<file path="src/hw/rtl/s3f_pkg.sv">
// shared types, constants and codes of the s3-fifo replacement engine
package s3f_pkg;

    // ring geometry
    localparam int SMALL_DEPTH = 64;
    localparam int MAIN_DEPTH  = 256;
    localparam int GRING_DEPTH = 256;
    localparam int KEY_BITS    = 32;

    localparam int S_AW = $clog2(SMALL_DEPTH);
    localparam int M_AW = $clog2(MAIN_DEPTH);
    localparam int G_AW = $clog2(GRING_DEPTH);
    localparam int S_CW = $clog2(SMALL_DEPTH + 1);
    localparam int M_CW = $clog2(MAIN_DEPTH + 1);
    localparam int G_CW = $clog2(GRING_DEPTH + 1);
    localparam int SM_CW = (S_CW > M_CW) ? S_CW : M_CW;
    localparam int IDX_W = (SM_CW > G_CW) ? SM_CW : G_CW;

    // field widths
    localparam int SIZE_W = 16;
    localparam int CAP_W  = 16;
    localparam int OCC_W  = 17;
    localparam int FREQ_W = 2;
    localparam int KIND_W = 2;
    localparam int CFG_IDX_W = 2;
    localparam int CFG_DATA_W = 16;

    localparam logic [FREQ_W-1:0] FREQ_MAX = 2'd3;
    localparam logic [FREQ_W-1:0] FREQ_ONE = 2'd1;

    // register reset values
    localparam logic [CAP_W-1:0]  SMALL_CAP_RST = 16'd100;
    localparam logic [CAP_W-1:0]  MAIN_CAP_RST  = 16'd900;
    localparam logic [CAP_W-1:0]  GHOST_CAP_RST = 16'd900;
    localparam logic [FREQ_W-1:0] PROMOTE_RST   = 2'd2;

    // register indexes
    localparam logic [CFG_IDX_W-1:0] CFG_SMALL_CAP = 2'd0;
    localparam logic [CFG_IDX_W-1:0] CFG_MAIN_CAP  = 2'd1;
    localparam logic [CFG_IDX_W-1:0] CFG_GHOST_CAP = 2'd2;
    localparam logic [CFG_IDX_W-1:0] CFG_PROMOTE   = 2'd3;

    // request kinds
    localparam logic [KIND_W-1:0] KIND_ACCESS = 2'd0;
    localparam logic [KIND_W-1:0] KIND_PEEK   = 2'd1;
    localparam logic [KIND_W-1:0] KIND_REMOVE = 2'd2;

    typedef struct packed {
        logic [KEY_BITS-1:0] key;
        logic [SIZE_W-1:0]   size;
        logic [FREQ_W-1:0]   freq;
    } slot_t;

    typedef enum logic [1:0] {
        Q_SMALL,
        Q_MAIN,
        Q_GHOST
    } q_sel_t;

    typedef enum logic [3:0] {
        OP_NONE,
        OP_LATCH,
        OP_FIND_INIT,
        OP_FIND_INIT_CUR,
        OP_READ_IDX,
        OP_READ_IDX1,
        OP_READ_HEAD,
        OP_IDX_INC,
        OP_BUMP,
        OP_REM_SUB,
        OP_REM_SHIFT,
        OP_REM_END,
        OP_POP,
        OP_POP_PROMOTE,
        OP_ROTATE_M,
        OP_GPUSH
    } dp_op_t;

    typedef enum logic [3:0] {
        C_ACC_S,
        C_ACC_G,
        C_ACC_M,
        C_PEEK_S,
        C_PEEK_M,
        C_REM_S,
        C_REM_G,
        C_REM_M,
        C_GPUT
    } ctx_t;

    typedef enum logic [4:0] {
        ST_IDLE,
        ST_DISPATCH,
        ST_F_CHK,
        ST_F_CMP,
        ST_NOTFOUND,
        ST_FOUND,
        ST_BUMP,
        ST_R_SUB,
        ST_R_CHK,
        ST_R_WR,
        ST_R_END,
        ST_MISS,
        ST_LOOP_CHK,
        ST_EV_START,
        ST_EV_ONCE,
        ST_EM_LOOP,
        ST_EM_POP,
        ST_ES_LOOP,
        ST_ES_POP,
        ST_GP_START,
        ST_GP_DROP,
        ST_GP_POPG,
        ST_GP_PUSH,
        ST_EV_END,
        ST_INSERT,
        ST_DONE
    } state_t;

    // controller to datapath
    typedef struct packed {
        dp_op_t op;
        q_sel_t q;
        logic   set_present;
        logic   set_ghost;
        logic   set_removed;
        logic   do_insert;
        logic   ev_begin;
        logic   ev_mark;
        logic   load_out;
    } cmd_t;

    // datapath to controller
    typedef struct packed {
        logic [KIND_W-1:0] kind;
        logic       match;
        logic [2:0] idx_lt;
        logic [2:0] idx1_lt;
        logic       too_big;
        logic       loop_cond;
        logic       total_zero;
        logic       ev_main_sel;
        logic       s_empty;
        logic       m_empty;
        logic       promote;
        logic       freq_nz;
        logic       ghost_skip;
        logic       ghost_drop;
        logic       ev_again;
        logic       out_free;
    } status_t;

endpackage

</file>
<file path="src/hw/rtl/s3f_controller.sv">
// controller: sequences lookup, removal, eviction and insertion steps
module s3f_controller (
    input  logic               clk,
    input  logic               rst_n,
    input  logic               req_valid,
    output logic               req_ready,
    input  s3f_pkg::status_t   st,
    output s3f_pkg::cmd_t      cmd
);
    import s3f_pkg::*;

    state_t state_reg;
    state_t state_next;
    ctx_t   ctx_reg;
    ctx_t   ctx_next;
    q_sel_t ctx_q;

    // queue searched in each context
    always_comb
    begin
        case (ctx_reg)
            C_ACC_S, C_PEEK_S, C_REM_S: ctx_q = Q_SMALL;
            C_ACC_M, C_PEEK_M, C_REM_M: ctx_q = Q_MAIN;
            default:                    ctx_q = Q_GHOST;
        endcase
    end

    always_ff @(posedge clk or negedge rst_n)
    begin
        if (!rst_n)
        begin
            state_reg <= ST_IDLE;
            ctx_reg <= C_ACC_S;
        end
        else
        begin
            state_reg <= state_next;
            ctx_reg <= ctx_next;
        end
    end

    // next state
    always_comb
    begin
        state_next = state_reg;
        ctx_next = ctx_reg;
        case (state_reg)
            ST_IDLE:
                if (req_valid)
                    state_next = ST_DISPATCH;
            ST_DISPATCH:
            begin
                state_next = ST_F_CHK;
                case (st.kind)
                    KIND_ACCESS: ctx_next = C_ACC_S;
                    KIND_PEEK:   ctx_next = C_PEEK_S;
                    KIND_REMOVE: ctx_next = C_REM_S;
                    default:     state_next = ST_DONE;
                endcase
            end
            ST_F_CHK:
                state_next = st.idx_lt[ctx_q] ? ST_F_CMP : ST_NOTFOUND;
            ST_F_CMP:
                state_next = st.match ? ST_FOUND : ST_F_CHK;
            ST_NOTFOUND:
            begin
                state_next = ST_F_CHK;
                case (ctx_reg)
                    C_ACC_S:  ctx_next = C_ACC_G;
                    C_ACC_G:  ctx_next = C_ACC_M;
                    C_ACC_M:  state_next = ST_MISS;
                    C_PEEK_S: ctx_next = C_PEEK_M;
                    C_REM_S:  ctx_next = C_REM_G;
                    C_REM_G:  ctx_next = C_REM_M;
                    C_GPUT:   state_next = ST_GP_DROP;
                    default:  state_next = ST_DONE;
                endcase
            end
            ST_FOUND:
            begin
                case (ctx_reg)
                    C_ACC_S, C_ACC_M:            state_next = ST_BUMP;
                    C_PEEK_S, C_PEEK_M:          state_next = ST_DONE;
                    C_GPUT:                      state_next = ST_EV_END;
                    default:                     state_next = ST_R_SUB;
                endcase
            end
            ST_BUMP:
                state_next = ST_DONE;
            ST_R_SUB:
                state_next = ST_R_CHK;
            ST_R_CHK:
                state_next = st.idx1_lt[ctx_q] ? ST_R_WR : ST_R_END;
            ST_R_WR:
                state_next = ST_R_CHK;
            ST_R_END:
            begin
                if (ctx_reg == C_ACC_G)
                begin
                    ctx_next = C_ACC_M;
                    state_next = ST_F_CHK;
                end
                else
                    state_next = ST_DONE;
            end
            ST_MISS:
                state_next = st.too_big ? ST_DONE : ST_LOOP_CHK;
            ST_LOOP_CHK:
                state_next = (st.loop_cond && !st.total_zero) ? ST_EV_START : ST_INSERT;
            ST_EV_START:
                state_next = ST_EV_ONCE;
            ST_EV_ONCE:
                state_next = st.ev_main_sel ? ST_EM_LOOP : ST_ES_LOOP;
            ST_EM_LOOP:
                state_next = st.m_empty ? ST_EV_END : ST_EM_POP;
            ST_EM_POP:
                state_next = st.freq_nz ? ST_EM_LOOP : ST_EV_END;
            ST_ES_LOOP:
                state_next = st.s_empty ? ST_EV_END : ST_ES_POP;
            ST_ES_POP:
                state_next = st.promote ? ST_ES_LOOP : ST_GP_START;
            ST_GP_START:
            begin
                if (st.ghost_skip)
                    state_next = ST_EV_END;
                else
                begin
                    ctx_next = C_GPUT;
                    state_next = ST_F_CHK;
                end
            end
            ST_GP_DROP:
                state_next = st.ghost_drop ? ST_GP_POPG : ST_GP_PUSH;
            ST_GP_POPG:
                state_next = ST_GP_DROP;
            ST_GP_PUSH:
                state_next = ST_EV_END;
            ST_EV_END:
                state_next = st.ev_again ? ST_EV_ONCE : ST_LOOP_CHK;
            ST_INSERT:
                state_next = ST_DONE;
            ST_DONE:
                if (st.out_free)
                    state_next = ST_IDLE;
            default:
                state_next = ST_IDLE;
        endcase
    end

    // command outputs
    always_comb
    begin
        cmd = '{op: OP_NONE, q: ctx_q, set_present: 1'b0, set_ghost: 1'b0,
                set_removed: 1'b0, do_insert: 1'b0, ev_begin: 1'b0, ev_mark: 1'b0,
                load_out: 1'b0};
        req_ready = 1'b0;
        case (state_reg)
            ST_IDLE:
            begin
                req_ready = 1'b1;
                if (req_valid)
                    cmd.op = OP_LATCH;
            end
            ST_DISPATCH:
                cmd.op = OP_FIND_INIT;
            ST_F_CHK:
                if (st.idx_lt[ctx_q])
                    cmd.op = OP_READ_IDX;
            ST_F_CMP:
                if (!st.match)
                    cmd.op = OP_IDX_INC;
            ST_NOTFOUND:
                cmd.op = OP_FIND_INIT;
            ST_FOUND:
            begin
                case (ctx_reg)
                    C_ACC_G:
                        cmd.set_ghost = 1'b1;
                    C_PEEK_S, C_PEEK_M:
                        cmd.set_present = 1'b1;
                    C_REM_S, C_REM_M:
                    begin
                        cmd.set_present = 1'b1;
                        cmd.set_removed = 1'b1;
                    end
                    C_REM_G:
                    begin
                        cmd.set_ghost = 1'b1;
                        cmd.set_removed = 1'b1;
                    end
                    default:
                        cmd.op = OP_NONE;
                endcase
            end
            ST_BUMP:
            begin
                cmd.op = OP_BUMP;
                cmd.set_present = 1'b1;
            end
            ST_R_SUB:
                cmd.op = OP_REM_SUB;
            ST_R_CHK:
                cmd.op = st.idx1_lt[ctx_q] ? OP_READ_IDX1 : OP_REM_END;
            ST_R_WR:
                cmd.op = OP_REM_SHIFT;
            ST_R_END:
                cmd.op = OP_FIND_INIT;
            ST_EV_START:
                cmd.ev_begin = 1'b1;
            ST_EV_ONCE:
                cmd.ev_mark = 1'b1;
            ST_EM_LOOP:
            begin
                cmd.q = Q_MAIN;
                if (!st.m_empty)
                    cmd.op = OP_READ_HEAD;
            end
            ST_EM_POP:
            begin
                cmd.q = Q_MAIN;
                cmd.op = st.freq_nz ? OP_ROTATE_M : OP_POP;
            end
            ST_ES_LOOP:
            begin
                cmd.q = Q_SMALL;
                if (!st.s_empty)
                    cmd.op = OP_READ_HEAD;
            end
            ST_ES_POP:
            begin
                cmd.q = Q_SMALL;
                cmd.op = st.promote ? OP_POP_PROMOTE : OP_POP;
            end
            ST_GP_START:
                cmd.op = OP_FIND_INIT_CUR;
            ST_GP_DROP:
            begin
                cmd.q = Q_GHOST;
                if (st.ghost_drop)
                    cmd.op = OP_READ_HEAD;
            end
            ST_GP_POPG:
            begin
                cmd.q = Q_GHOST;
                cmd.op = OP_POP;
            end
            ST_GP_PUSH:
            begin
                cmd.q = Q_GHOST;
                cmd.op = OP_GPUSH;
            end
            ST_INSERT:
                cmd.do_insert = 1'b1;
            ST_DONE:
                cmd.load_out = st.out_free;
            default:
                cmd.op = OP_NONE;
        endcase
    end

endmodule

</file>
<file path="config.mk">
export PLATFORM = sky130hd
export DESIGN_NAME = s3f_controller
export DESIGN_NICKNAME = d
export VERILOG_FILES = /design/src/hw/rtl/s3f_pkg.sv /design/src/hw/rtl/s3f_controller.sv
export SDC_FILE = /design/constraint.sdc
export NUM_CORES = 1
export LEC_CHECK = 0
export BUFFER_PORTS_ARGS = -buffer_cell sky130_fd_sc_hd__buf_4
export CAP_MARGIN = 25
export CORE_UTILIZATION = 30
export DETAILED_ROUTE_END_ITERATION = 7
export GPL_ROUTABILITY_DRIVEN = 1
export MAX_ROUTING_LAYER = met4
export PLACE_DENSITY_LB_ADDON = 0.12
export SLEW_MARGIN = 20
export SYNTH_ARGS = -nofsm -noshare
export SYNTH_HDL_FRONTEND = slang
export SYNTH_SLANG_ARGS = --single-unit
</file>
<file path="constraint.sdc">
create_clock -name clk -period 4.3 [get_ports clk]
set_clock_uncertainty 0.05 [all_clocks]
set_input_delay 0.645 -clock clk [delete_from_list [all_inputs] [get_ports clk]]
set_output_delay 0.645 -clock clk [all_outputs]
set_load 0.01 [all_outputs]
</file>
==> out/qor.csv <==
metric;value;unit
family with the most delay on the worst path;simple AND/OR/NAND/NOR gates;
antenna cells;0;
dpl cells;333;
Congestion Overflow GR;0;
Top FF cell, synth;dfrtp_1;
Layout fillers;608;
height of the die;78.03;µm
CP required;3610;ps
count of cell types in the netlist;63;
post-synthesis instance total;250;
first-pass GRT wire length;9.770;mm
Worst-Margin Slew;774.9;ps
antenna violations before repair;0;
Root Driver;clkbuf_8;
Worst setup SP type;register;
Die Wd;78.03;µm
final std cells w/o fill;337;
TritonRoute pass-1 iters;4;
r2r startpoint;state_reg[4];
worst IR drop on VDD;0.2535;mV
Hold Path Class;input port to asynchronous set/reset pin;
final number of setup-violating endpoints;0;
DR iter-0 viols;165;
Synth async-reset ratio;100.0;%
kind of critical path;register to output port;
syn_nets;278;
Reg2Reg Setup Slack;1500;ps
commonest non-fill, non-tap cell in the layout;buf_4;
placement row count;27;
GRT Util Overall;20.92;%
Die Area;6089;µm²
fmax;299.5;MHz
Multi-input gate area;1333;µm²
register area share after synthesis;12.99;%
critical path arrival;2640;ps
flops & latches, synth;9;
Leak;0.8070;nW
Crit-path slowest cell;dfrtp_1;
Finished Core Util;36.68;%
Vias;1956;
Crit. End Element;output port;
Core ar.;5540;µm²
TritonCTS Sinks;9;
EDFF count, synth;0;
routed vias/inst;5.804;
Tcrit/Tclk final;77.64;%
status;finished, final reports clean;
power density cells;735.9;nW/µm²
Fin. Hold Viols;0;
most frequent cells in the layout;buf_4 (39), nand2_1 (20), nor2_1 (17);
initial core utilization;31.30;%
RR Endpoint;ctx_reg[0];
# resized after CTS;0;
Avg Cell Area, Syn;6.937;µm²
Clock Latency Late Sink;230;ps
Max Slew Vio Count;0;
fin crit period;3339;ps
post-route ant nets;0;
Critical path buffers and inverters;1;
H-Tree Depth;1;
drc violations;0;
crit-path max cell delay;840;ps
FF-to-FF path depth;5;
area delta synth->final;17.17;%
slew margin rel.;48.34;%
Max Cap Viol;0;
number of global-route vias before repair;1900;
clk slew on worst S/H paths;50;ps
drt wl/cell;17.73;µm
final WL;5.975;mm
Post-CTS Hold Buffers;0;
Yosys warning total;0;
TritonCTS clock tree;yes;
Reg area;225.2;µm²
largest net degree at the start of global routing;26;
post-DP HPWL;4.542;mm
worst-case clock buffer depth;2;
Final #Nets;294;
port bufs;37;
Setup TNS;0;ps
crit-path cells;or2_2 -> nor3_1 -> a211oi_1 -> o31ai_1 -> or3_1 -> buf_4;
I/O pins;38;
max reg flops;5;
mapped cell area;1734;µm²
CTS buffer count;3;
RSZ-0062 raised after global routing;false;
CP max FO;25;
routability cong.;0.9016;
Post-CTS Setup Bufs;0;
share of cells above drive strength 1;20.00;%
==> worst reg2reg max path, cell delays in order (launching register included) <==
cell and delay, ps:
dfrtp_1 800, buf_4 330, or3b_1 500, o32a_2 300, a221oi_4 320, mux2_2 380
==> worst max path at each step <==
stage / from / endpoint / slack, ps / cells past startpoint
floorplan: state_reg[1] / cmd[10] / 1930 / 7
global placement: state_reg[0] / cmd[10] / 1260 / 6
detailed placement: state_reg[0] / cmd[10] / 1240 / 6
CTS: state_reg[0] / cmd[10] / 980 / 6
global route: state_reg[0] / cmd[10] / 770 / 6
finish: state_reg[0] / cmd[10] / 960 / 6
==> per-layer routing <==
layer	vias up	track usage [%]	routed length, µm
met1	909	30.09	2895
met2	70	30.62	2680
li1	969	-	-
met4	0	6.667	87
met5	-	-	0
met3	8	1.977	311
==> cells by family after synthesis <==
kind of cell / count (synthesis) / share of synthesized area (%)
AND/OR/NAND/NOR: 102 / 30.81
AO/OA/AOI/OAI: 83 / 36.29
buffers and inverters: 40 / 10.17
flip-flops: 9 / 12.99
multiplexers: 8 / 4.834
XOR/XNOR: 4 / 2.021
adder cells (fa/ha/maj): 4 / 2.886
==> through the flow <==
stage          setup slack [ps]  total power [W]  hold WS (ps)  area, µm²
2_1_floorplan              1927         0.001083         299.4       1734
6_report                  961.4         0.001495         177.1       2032
4_1_cts                   980.6         0.001487         174.4       2032
3_5_place_dp               1243         0.001380         424.2       1986
5_1_grt                   770.9         0.001626         175.7       2032
3_3_place_gp               1259         0.001399         425.4       1986
==> power by group <==
group | internal [W] | switching, W
Sequential | 0.000122 | 0.000211
Clock | 0.0000631 | 0.0000331
Combinational | 0.000467 | 0.000599
==> layout make-up <==
cell class	count	share of cell area, %
clock buffers	3	2.032
inverters	12	2.217
flip-flops and latches	9	11.08
repair buffers	39	14.41
clock inverters	1	0.2463
well taps	72	4.433
multi-input cells	201	65.58
==> synth_stat cells, types with 2 or more instances <==
cell       number  area [µm²]
a21o_1          2       15.01
o211ai_1        4       30.03
nand2b_1       10       62.56
o31ai_1         3       22.52
a22oi_1         3       22.52
clkbuf_1        9       33.78
o211a_1         2       20.02
or3_1           8       50.05
nor2_1         17       63.81
a221oi_1        2       17.52
nor2b_1         9       56.30
buf_1           5       18.77
o32ai_1         4       35.03
a31oi_1         3       18.77
o31a_1          4       35.03
o21ai_0        12       60.06
o2111ai_1       3       26.28
nand2_1        20       75.07
nor3_2          2       20.02
o311ai_0        3       26.28
a21oi_1        10       50.05
o22ai_1         3       18.77
buf_2          12       60.06
xnor2_1         3       26.28
inv_1          12       45.04
o21a_1          2       15.01
dfrtp_1         9       225.2
a211oi_1        6       45.04
nor3_1         14       70.07
a2111o_1        2       22.52
nand3_1        11       55.05
mux2_2          3       33.78
ha_1            4       50.05
mux2i_1         5       50.05
Note: power is estimated with default switching activity, not from simulation.
